==> config.mk <==
export PLATFORM = sky130hd
export DESIGN_NAME = abrm_div
export DESIGN_NICKNAME = d
export VERILOG_FILES = /design/src/rtl/abrm_div.sv
export SDC_FILE = /design/constraint.sdc
export NUM_CORES = 1
export LEC_CHECK = 0
export BUFFER_PORTS_ARGS = -buffer_cell sky130_fd_sc_hd__buf_2
export CORE_UTILIZATION = 42
export DETAILED_ROUTE_END_ITERATION = 6
export PLACE_DENSITY = 0.72
export SLEW_MARGIN = 20
export SYNTH_ARGS = -nofsm -noshare
export SYNTH_HDL_FRONTEND = slang
export SYNTH_SLANG_ARGS = --single-unit
==> constraint.sdc <==
create_clock -name clk -period 3.75 [get_ports clk]
set_clock_uncertainty 0.15 [all_clocks]
set_input_delay 0.375 -clock clk [delete_from_list [all_inputs] [get_ports clk]]
set_output_delay 0.375 -clock clk [all_outputs]
set_load 0.1 [all_outputs]
==> src/rtl/abrm_div.sv <==
// Restoring divider, one quotient bit per cycle.
`timescale 1ns / 1ps
module abrm_div #(
  parameter int DW = 43,
  parameter int VW = 27
) (
  input  logic          clk,
  input  logic          rst_n,
  input  logic          start,
  input  logic [DW-1:0] dividend,
  input  logic [VW-1:0] divisor,
  output logic          done,
  output logic [DW-1:0] quotient
);

  localparam int CNTW = $clog2(DW + 1);

  logic [DW-1:0]   quo_r;
  logic [VW-1:0]   rem_r;
  logic [CNTW-1:0] cnt_r;
  logic            busy_r;
  logic            done_r;
  logic [VW:0]     shifted;
  logic [VW:0]     diff;
  logic            ge;

  // Shift in the next dividend bit and trial-subtract
  always_comb begin
    shifted = {rem_r, quo_r[DW-1]};
    diff    = shifted - {1'b0, divisor};
    ge      = (shifted >= {1'b0, divisor});
  end

  // Control: count the steps
  always_ff @(posedge clk) begin
    if (!rst_n) begin
      busy_r <= 1'b0;
      done_r <= 1'b0;
      cnt_r  <= '0;
    end else begin
      done_r <= 1'b0;
      if (start) begin
        busy_r <= 1'b1;
        cnt_r  <= CNTW'(DW);
      end else if (busy_r) begin
        cnt_r <= cnt_r - 1'b1;
        if (cnt_r == CNTW'(1)) begin
          busy_r <= 1'b0;
          done_r <= 1'b1;
        end
      end
    end
  end

  // Datapath: partial remainder and quotient
  always_ff @(posedge clk) begin
    if (start) begin
      quo_r <= dividend;
      rem_r <= '0;
    end else if (busy_r) begin
      quo_r <= {quo_r[DW-2:0], ge};
      rem_r <= ge ? diff[VW-1:0] : shifted[VW-1:0];
    end
  end

  assign done     = done_r;
  assign quotient = quo_r;

endmodule

==> results.py, run 1 <==
metrics = {
    "status": {
        "status": "completed",
    },
    "floorplanning": {
        "core_region_area_sq_um": 11500,
        "dieHeight_um": 111,
        "boundaryPins": 117,
        "design.die.area_sq_um": 12200,
        "rows": 39,
        "dieWidth_um": 111,
        "start_util_pct": 43.3,
    },
    "cells_and_area": {
        "multiInputGateArea_sq_um": 2720,
        "nets": 716,
        "final-seq-area_sq_um": 1990,
        "num-fill-cells": 1047,
        "syn_to_final_growth_pct": 20.3,
        "drive_gt1_share_pct": 30.9,
        "final_area_sq_um": 5970,
        "num_antenna_cells": 0,
    },
    "worst_setup_path": {
        "setup.worst_path.start": "quotient[42]$_DFFE_PP_",
        "worstReg2RegStart": "quotient[42]$_DFFE_PP_",
        "required_ns": 3.85,
        "r2r_setup_slack_ns": 0.50,
        "critical_path.startpoint_type": "flip-flop",
        "timing.critical_path.max_delay_family": "compound AO/OA/AOI/OAI gates",
        "path_cells": "inv_1, ha_1, fa_1, and2b_1, o2111ai_1, a2111oi_1, nor3_1, nor4_1, o22ai_1, mux2_2, a31oi_1",
        "worst_ep_arrival_time_ns": 3.36,
        "worstSetupEndpointType": "flip-flop",
        "worstPathBufferInverterCount": 1,
        "worst-path-max-fanout": 3,
        "crit_type": "reg2reg",
        "cpMaxStageDelayCell": "a2111oi_1",
        "slowest_delay_ns": 0.53,
    },
    "timing": {
        "finalHoldViolations": 0,
        "finalWorstPathRequiredPeriod_ns": 3.25,
        "timing.fmax_ghz": 0.307,
        "final_min_period_over_clock_period_pct": 86.7,
        "unrepaired_setup_endpoints_after_global_routing": "false",
        "worst_slew_pin_slew_ns": 0.991,
        "timing_max_transition_violations_final": 0,
        "totalNegativeSetupSlack_ns": 0,
        "setup_violations": 0,
        "slew_headroom_pct": 33.9,
        "setup_ws_ns": 0.498,
    },
    "worst_hold_path": {
        "hold_path.startpoint": "rst_n",
        "min_path_type": "in2reg",
    },
    "logic_synthesis": {
        "ys.flop_type": "edfxtp_1",
        "synth.yosys.seq_area_share_pct": 40.2,
        "postSynthCellCount": 505,
        "flop_and_latch_count_out_of_synthesis": 78,
        "number_of_enable_type_register_cells_in_the_synthesized_netlist": 43,
        "async_flop_share_pct": 0,
        "synthDistinctLibCells": 50,
        "synth.yosys.warnings": 0,
        "mappedNetlistNets": 608,
        "synth_area_per_cell_sq_um": 9.82,
        "synth_area_sq_um": 4960,
    },
    "power_and_ir_drop": {
        "ir_drop_v": 0.000403,
        "power_per_cell_area_nw_per_um2": 506,
        "p_leak_nw": 2.57,
    },
    "cts": {
        "clk_buf_depth": 2,
        "clk_transition_reported_paths_ns": 0.06,
        "cts-resized-gates": 0,
        "cts_tree": "done",
        "cts_hold_repair.buffers": 0,
        "clkLatencyLatePin_ns": 0.34,
        "cts_root_buffer": "clkbuf_16",
        "tritoncts_num_sinks": 78,
        "cts_buffers": 9,
        "setup_buffers_after_cts": 0,
        "htree_num_levels": 3,
    },
    "job": {
        "reported_max_cap_violation_count": 0,
    },
    "grt": {
        "gr-usage-met2_pct": 31.4,
        "via_count_of_the_first_global_routing_pass": 4174,
        "grt_first_pass_wirelength_um": 19200,
        "grt_overflow": 0,
        "globalRoute.busiestLayer": "met2",
        "antenna_found_initial": 0,
        "largest_net_degree_at_the_start_of_global_routing": 78,
        "groute.usage.overall_pct": 19.2,
        "global_route.usage.met1_pct": 23.9,
        "met3_track_usage_gr_pct": 5.41,
    },
    "detailed_routing": {
        "post_drt_via_cell_ratio": 5.40,
        "initialDrtViolationCount": 174,
        "num_vias": 4112,
        "drcViolationCount": 0,
        "antenna_violating_nets_post_route": 0,
        "drt-wirelength-per-cell_um": 15.1,
        "routed_wirelength_um": 11500,
        "dr.pass1.iters": 5,
    },
    "place": {
        "gp_congestion": 0.832,
        "dp_slack_ns": 0.453,
        "post_detailed_placement_half_perimeter_wirelength_um": 8400,
        "port_buffers": 116,
        "placedInstanceArea_sq_um": 5640,
    },
}
## synthesized netlist by cell type, drive strengths merged (11+ instances only)
| library cell | number | area share, % |
|---|---|---|
| nor2 | 48 | 3.6 |
| mux2 | 45 | 10 |
| edfxtp | 43 | 26 |
| inv | 37 | 2.8 |
| dfxtp | 35 | 14 |
| nand2 | 31 | 2.3 |
| a21oi | 29 | 2.9 |
| ha | 29 | 7.3 |
| a211oi | 21 | 3.2 |
| mux2i | 19 | 3.8 |
| o21ai | 18 | 1.8 |
| xnor2 | 16 | 2.8 |
| clkbuf | 14 | 1.1 |
| a21o | 13 | 2.0 |
| nand3 | 11 | 1.1 |
## per-layer routing
layer  part of all wire (%)  vias up
met4                    1.7        0
met2                     46      127
met5                      0        -
li1                       -     2070
met3                    6.6       19
met1                     46     1896
## kinds of logic (layout without fill, tap and decap cells)
family / Yosys count / after routing / share of synthesized area (%)
compound gates: 123 / 123 / 16.8
xor+xnor: 24 / 24 / 4.24
fa+ha+maj: 30 / 30 / 7.72
buf+inv: 60 / 173 / 4.97
flops: 78 / 78 / 40.2
mux: 64 / 64 / 14.1
simple gates: 126 / 126 / 12.1
## report_power, final
group | total (mW) | switching, mW | internal (mW)
sequential | 1.05 | 0.0535 | 1.00
combinational | 1.01 | 0.707 | 0.301
clock | 0.955 | 0.367 | 0.588
total | 3.02 | 1.13 | 1.89
## registers in the layout, summed over array words and instances (netlist names)
register,cells
quotient,43
rem_r,27
cnt_r,6
busy_r,1
done,1
## final timing paths
check	endpoint	depth (start not counted)
worst min register to register	rem_r[26]$_SDFFE_PP0P_	2
worst max-delay path	rem_r[22]$_SDFFE_PP0P_	11
worst min-delay path	cnt_r[3]$_SDFFE_PN0P_	2
worst max register to register	rem_r[22]$_SDFFE_PP0P_	11
## area by class of cell
cell class / count / share of cell area [%]
multi-input cells: 367 / 45.6
flip-flops and latches: 78 / 33.4
repair buffers: 120 / 10.2
clock buffers: 10 / 3.84
well taps: 143 / 3.00
inverters: 37 / 2.33
clock inverters: 6 / 1.57
## placed cells by master, fill, tap and decap left out, types with 3 or more instances in the layout
master	Yosys	routed
xnor2_1	16	16
mux2_2	45	45
or3_1	5	5
nand3b_1	4	4
nor2b_1	4	4
nand3_1	11	11
nor3_1	7	7
o21a_1	10	10
o21ai_0	18	18
ha_1	29	29
a211oi_1	21	21
a21o_1	13	13
o2111ai_1	3	3
a31oi_1	9	9
o22ai_1	3	3
o211ai_1	5	5
dfxtp_1	35	34
nor2_1	48	48
edfxtp_1	43	43
inv_1	36	36
clkbuf_16	0	9
buf_4	0	4
mux2i_1	19	19
nand2_1	31	31
buf_2	5	116
xor2_1	8	8
a21oi_1	29	29
nand4_1	4	4
## per-stage QoR
step                hold WS, ns  std cells  utilization [%]  power [mW]
floorplan                 0.307        505                -        1.89
global placement          0.324        745             49.2        2.06
detailed placement        0.340        745             49.2        2.07
CTS                       0.155        761             52.0        3.04
global route              0.158        761             52.0        3.14
finish                    0.169        761             52.0        3.02
No activity file was read; power rests on OpenSTA's default activity.
==> run 2: changes to the inputs <==
--- a/config.mk
+++ b/config.mk
@@ -6,6 +6,7 @@
 export NUM_CORES = 1
 export LEC_CHECK = 0
 export BUFFER_PORTS_ARGS = -buffer_cell sky130_fd_sc_hd__buf_2
+export CORE_MARGIN = 4
 export CORE_UTILIZATION = 42
 export DETAILED_ROUTE_END_ITERATION = 6
 export PLACE_DENSITY = 0.72
==> results.py, run 2 (synthesis gave the netlist of run 1 again) <==
metrics = {
    "status": {
        "status": "completed",
    },
    "timing": {
        "setup_violations": 0,
        "timing.fmax_ghz": 0.313,
        "finalHoldViolations": 0,
        "unrepaired_setup_endpoints_after_global_routing": "false",
        "totalNegativeSetupSlack_ns": 0,
        "final_min_period_over_clock_period_pct": 85.1,
        "worst_slew_pin_slew_ns": 0.979,
        "finalWorstPathRequiredPeriod_ns": 3.19,
        "slew_headroom_pct": 34.7,
        "timing_max_transition_violations_final": 0,
    },
    "floorplanning": {
        "start_util_pct": 43.3,
        "dieHeight_um": 117,
        "dieWidth_um": 117,
        "rows": 39,
        "design.die.area_sq_um": 13600,
        "boundaryPins": 117,
        "core_region_area_sq_um": 11500,
    },
    "cts": {
        "clk_buf_depth": 2,
        "cts_buffers": 9,
        "tritoncts_num_sinks": 78,
        "htree_num_levels": 3,
        "cts_root_buffer": "clkbuf_16",
        "cts_hold_repair.buffers": 0,
        "clkLatencyLatePin_ns": 0.35,
        "cts-resized-gates": 0,
        "setup_buffers_after_cts": 0,
        "clk_transition_reported_paths_ns": 0.06,
        "cts_tree": "done",
    },
    "worst_setup_path": {
        "worst_ep_arrival_time_ns": 3.30,
        "path_cells": "inv_1, ha_1, fa_1, and2b_1, o2111ai_1, a2111oi_1, nor3_1, o31ai_1, a21oi_1, or3_1, a311oi_2",
        "critical_path.startpoint_type": "flip-flop",
        "worstSetupEndpointType": "flip-flop",
        "required_ns": 3.86,
        "cpMaxStageDelayCell": "a2111oi_1",
        "worst-path-max-fanout": 3,
        "slowest_delay_ns": 0.51,
        "crit_type": "reg2reg",
    },
    "grt": {
        "largest_net_degree_at_the_start_of_global_routing": 78,
        "via_count_of_the_first_global_routing_pass": 4053,
        "grt_first_pass_wirelength_um": 19200,
        "groute.usage.overall_pct": 17.7,
        "grt_overflow": 0,
        "antenna_found_initial": 0,
    },
    "place": {
        "gp_congestion": 0.875,
        "post_detailed_placement_half_perimeter_wirelength_um": 8620,
        "port_buffers": 116,
    },
    "detailed_routing": {
        "post_drt_via_cell_ratio": 5.42,
        "drt-wirelength-per-cell_um": 15.6,
        "antenna_violating_nets_post_route": 0,
        "dr.pass1.iters": 5,
        "initialDrtViolationCount": 243,
        "num_vias": 4127,
        "routed_wirelength_um": 11800,
        "drcViolationCount": 0,
    },
    "power_and_ir_drop": {
        "ir_drop_v": 0.000367,
        "fin_total_pwr_mw": 2.88,
        "power_per_cell_area_nw_per_um2": 487,
        "p_leak_nw": 2.55,
    },
    "cells_and_area": {
        "nets": 716,
        "num_antenna_cells": 0,
        "drive_gt1_share_pct": 30.9,
        "final_cell_mix": "116 x buf_2, 48 x nor2_1, 45 x mux2_2, 43 x edfxtp_1, 36 x inv_1",
        "largest_register_ffs": 43,
        "most_common_library_cell_in_the_layout_ignoring_fill_and_taps": "buf_2",
        "syn_to_final_growth_pct": 19.3,
    },
    "worst_hold_path": {
        "min_path_type": "in2reg",
    },
    "job": {
        "reported_max_cap_violation_count": 0,
    },
}
## run 2: layout make-up
type	instances	area [sq um]
fill	1036	5550
multi-input combinational	367	2720
sequential	78	1990
timing repair buffer	120	611
clock buffer	10	229
tap	143	179
inverter	37	139
clock inverter	6	45.0
## run 2: per-layer routing
metal,global-route usage (%),up-vias,share of wire (%)
li1,-,2074,-
met1,22.6,1904,44
met2,28.5,135,47
met3,5.70,14,7.9
met4,6.19,0,1.3
met5,0,-,0
## run 2: report_power, final
part	leakage, nW	internal (mW)	switching (mW)
Combinational	1.69	0.300	0.708
Clock	0.137	0.453	0.364
Sequential	0.722	1.00	0.0536
## run 2: final timing paths
| check | end | slack [ns] | from | cells past startpoint |
|---|---|---|---|---|
| worst max-delay path | rem_r[18]$_SDFFE_PP0P_ | 0.56 | quotient[42]$_DFFE_PP_ | 11 |
| worst min-delay path | cnt_r[0]$_SDFFE_PN0P_ | 0.16 | rst_n | 2 |
| worst min register to register | rem_r[26]$_SDFFE_PP0P_ | 0.34 | rem_r[26]$_SDFFE_PP0P_ | 2 |
| worst max register to register | rem_r[18]$_SDFFE_PP0P_ | 0.56 | quotient[42]$_DFFE_PP_ | 11 |
## run 2: metrics by stage
step                utilization (%)  instances  cell area, sq um  setup slack (ns)  hold WS, ns
floorplan                         -        505              4960             0.139        0.307
global placement               49.2        745              5640             0.549        0.325
detailed placement             49.2        745              5640             0.510        0.329
CTS                            51.6        761              5920             0.565        0.149
global route                   51.6        761              5920             0.265        0.172
finish                         51.6        761              5920             0.558        0.159
## run 2: critical path, delay by kind of cell, from the launching register on
family,cells,cell delay [ns]
buffers and inverters,1,0.05
AO/OA/AOI/OAI,5,1.24
flip-flops,1,0.37
adder cells (fa/ha/maj),2,0.60
AND/OR/NAND/NOR,3,0.71
==> run 3: changes to the inputs <==
--- a/config.mk
+++ b/config.mk
@@ -6,10 +6,12 @@
 export NUM_CORES = 1
 export LEC_CHECK = 0
 export BUFFER_PORTS_ARGS = -buffer_cell sky130_fd_sc_hd__buf_2
-export CORE_MARGIN = 4
-export CORE_UTILIZATION = 42
+export CELL_PAD_IN_SITES_DETAIL_PLACEMENT = 0
+export CELL_PAD_IN_SITES_GLOBAL_PLACEMENT = 1
+export CORE_MARGIN = 3
+export CORE_UTILIZATION = 41
 export DETAILED_ROUTE_END_ITERATION = 6
-export PLACE_DENSITY = 0.72
+export PLACE_DENSITY = 0.87
 export SLEW_MARGIN = 20
 export SYNTH_ARGS = -nofsm -noshare
 export SYNTH_HDL_FRONTEND = slang
==> results.py, run 3 (synthesis gave the netlist of run 1 again) <==
metrics = {
    "status": {
        "status": "completed",
    },
    "place": {
        "post_detailed_placement_half_perimeter_wirelength_um": 8810,
        "port_buffers": 116,
        "gp_congestion": 0.878,
    },
    "timing": {
        "unrepaired_setup_endpoints_after_global_routing": "false",
        "timing_max_transition_violations_final": 0,
        "totalNegativeSetupSlack_ns": 0,
        "slew_headroom_pct": 32.8,
        "final_min_period_over_clock_period_pct": 87.5,
        "setup_violations": 0,
        "finalWorstPathRequiredPeriod_ns": 3.28,
        "worst_slew_pin_slew_ns": 1.01,
        "timing.fmax_ghz": 0.305,
        "finalHoldViolations": 0,
    },
    "worst_setup_path": {
        "setup.worst_path.start": "quotient[42]$_DFFE_PP_",
        "critical_path.startpoint_type": "flip-flop",
        "worstSetupEndpointType": "flip-flop",
        "crit_cells": 12,
        "crit_type": "reg2reg",
        "slowest_delay_ns": 0.40,
        "required_ns": 3.86,
        "timing.reg2reg.worst_path_depth": 12,
        "r2r_setup_slack_ns": 0.47,
        "cpMaxStageDelayCell": "fa_1",
        "worst-path-max-fanout": 12,
        "timing.critical_path.max_delay_family": "compound AO/OA/AOI/OAI gates",
        "path_cells": "inv_1, ha_1, fa_1, and2b_1, o2111ai_1, a21oi_1, o21ai_0, a31oi_4, buf_4, nand3_1, mux2_2, a31oi_1",
        "worstReg2RegStart": "quotient[42]$_DFFE_PP_",
        "worstPathBufferInverterCount": 2,
        "critical_path.reg2reg.endpoint": "rem_r[22]$_SDFFE_PP0P_",
        "worst_ep_arrival_time_ns": 3.39,
    },
    "worst_hold_path": {
        "min_to": "cnt_r[5]$_SDFFE_PN0P_",
        "worst_hold_path.num_cells": 2,
        "hold_path.startpoint": "rst_n",
        "min_path_type": "in2reg",
    },
    "floorplanning": {
        "core_region_area_sq_um": 11600,
        "rows": 39,
        "start_util_pct": 42.7,
        "boundaryPins": 117,
        "dieWidth_um": 116,
        "dieHeight_um": 116,
        "design.die.area_sq_um": 13500,
    },
    "detailed_routing": {
        "drt-wirelength-per-cell_um": 15.7,
        "drcViolationCount": 0,
        "initialDrtViolationCount": 188,
        "num_vias": 4103,
        "antenna_violating_nets_post_route": 0,
        "routed_wirelength_um": 12000,
        "post_drt_via_cell_ratio": 5.38,
        "dr.pass1.iters": 4,
    },
    "grt": {
        "met3_track_usage_gr_pct": 4.49,
        "gr-usage-met2_pct": 29.4,
        "global_route.usage.met1_pct": 24.0,
        "antenna_found_initial": 0,
        "via_count_of_the_first_global_routing_pass": 4208,
        "grt_overflow": 0,
        "groute.usage.overall_pct": 18.4,
        "grt_first_pass_wirelength_um": 19700,
        "largest_net_degree_at_the_start_of_global_routing": 78,
        "globalRoute.busiestLayer": "met2",
    },
    "job": {
        "reported_max_cap_violation_count": 0,
    },
    "cells_and_area": {
        "largest_register_ffs": 43,
        "nets": 717,
        "finalCoreUtilization_pct": 51.1,
        "final_cell_mix": "116 x buf_2, 48 x nor2_1, 45 x mux2_2, 43 x edfxtp_1, 36 x inv_1",
        "syn_to_final_growth_pct": 19.7,
        "drive_gt1_share_pct": 31.0,
        "most_common_library_cell_in_the_layout_ignoring_fill_and_taps": "buf_2",
        "num_antenna_cells": 0,
    },
    "cts": {
        "cts_root_buffer": "clkbuf_16",
        "tritoncts_num_sinks": 78,
        "cts_tree": "done",
        "htree_num_levels": 3,
        "clk_transition_reported_paths_ns": 0.06,
        "setup_buffers_after_cts": 0,
        "clkLatencyLatePin_ns": 0.34,
        "cts-resized-gates": 0,
        "clk_buf_depth": 2,
        "cts_buffers": 9,
        "cts_hold_repair.buffers": 0,
    },
    "power_and_ir_drop": {
        "power_per_cell_area_nw_per_um2": 489,
        "ir_drop_v": 0.000338,
        "p_leak_nw": 2.56,
    },
}
-- run 3: cell types whose count changed in the layout (fill, tap and decap cells not counted), sizes merged --
cell / previous run / this run
clkbuf: 10 / 12
clkinv: 4 / 2
buf: 120 / 121
clkinvlp: 0 / 1
inv: 39 / 38
-- run 3: where the power goes --
part	internal [mW]	total, mW	switching, mW
combinational	0.302	1.01	0.711
clock	0.487	0.835	0.348
sequential	1.00	1.06	0.0541
-- run 3: worst register-to-register path, stage by stage (launching register included) --
cell and delay (ns):
edfxtp_1 0.36, inv_1 0.05, ha_1 0.20, fa_1 0.40
and2b_1 0.23, o2111ai_1 0.16, a21oi_1 0.24, o21ai_0 0.23
a31oi_4 0.38, buf_4 0.27, nand3_1 0.09, mux2_2 0.29
a31oi_1 0.15
-- run 3: worst max path at each step --
stage | to
detailed placement | rem_r[22]$_SDFFE_PP0P_
floorplan | rem_r[18]$_SDFFE_PP0P_
finish | rem_r[22]$_SDFFE_PP0P_
CTS | rem_r[22]$_SDFFE_PP0P_
global route | rem_r[22]$_SDFFE_PP0P_
global placement | rem_r[22]$_SDFFE_PP0P_
-- run 3: cell type report --
type | count | area, sq um
flip-flops and latches | 78 | 1990
inverters | 37 | 139
well taps | 143 | 179
fillers | 1095 | 5680
clock inverters | 4 | 30.0
clock buffers | 12 | 256
multi-input cells | 367 | 2720
repair buffers | 121 | 618
-- run 3: per-stage QoR --
| step | power, mW | std cells | hold slack, ns | setup slack (ns) | instance area, sq um |
|---|---|---|---|---|---|
| finish | 2.90 | 762 | 0.169 | 0.469 | 5940 |
| global route | 3.04 | 762 | 0.175 | 0.237 | 5940 |
| CTS | 2.93 | 762 | 0.158 | 0.487 | 5940 |
| detailed placement | 2.08 | 746 | 0.343 | 0.424 | 5650 |
| global placement | 2.06 | 746 | 0.326 | 0.495 | 5650 |
| floorplan | 1.89 | 505 | 0.307 | 0.139 | 4960 |
-- run 3: per-layer routing --
| layer | routed length [um] | share of wire (%) |
|---|---|---|
| met4 | 224 | 1.9 |
| met1 | 5500 | 46 |
| met5 | 0 | 0 |
| met3 | 611 | 5.1 |
| met2 | 5650 | 47 |
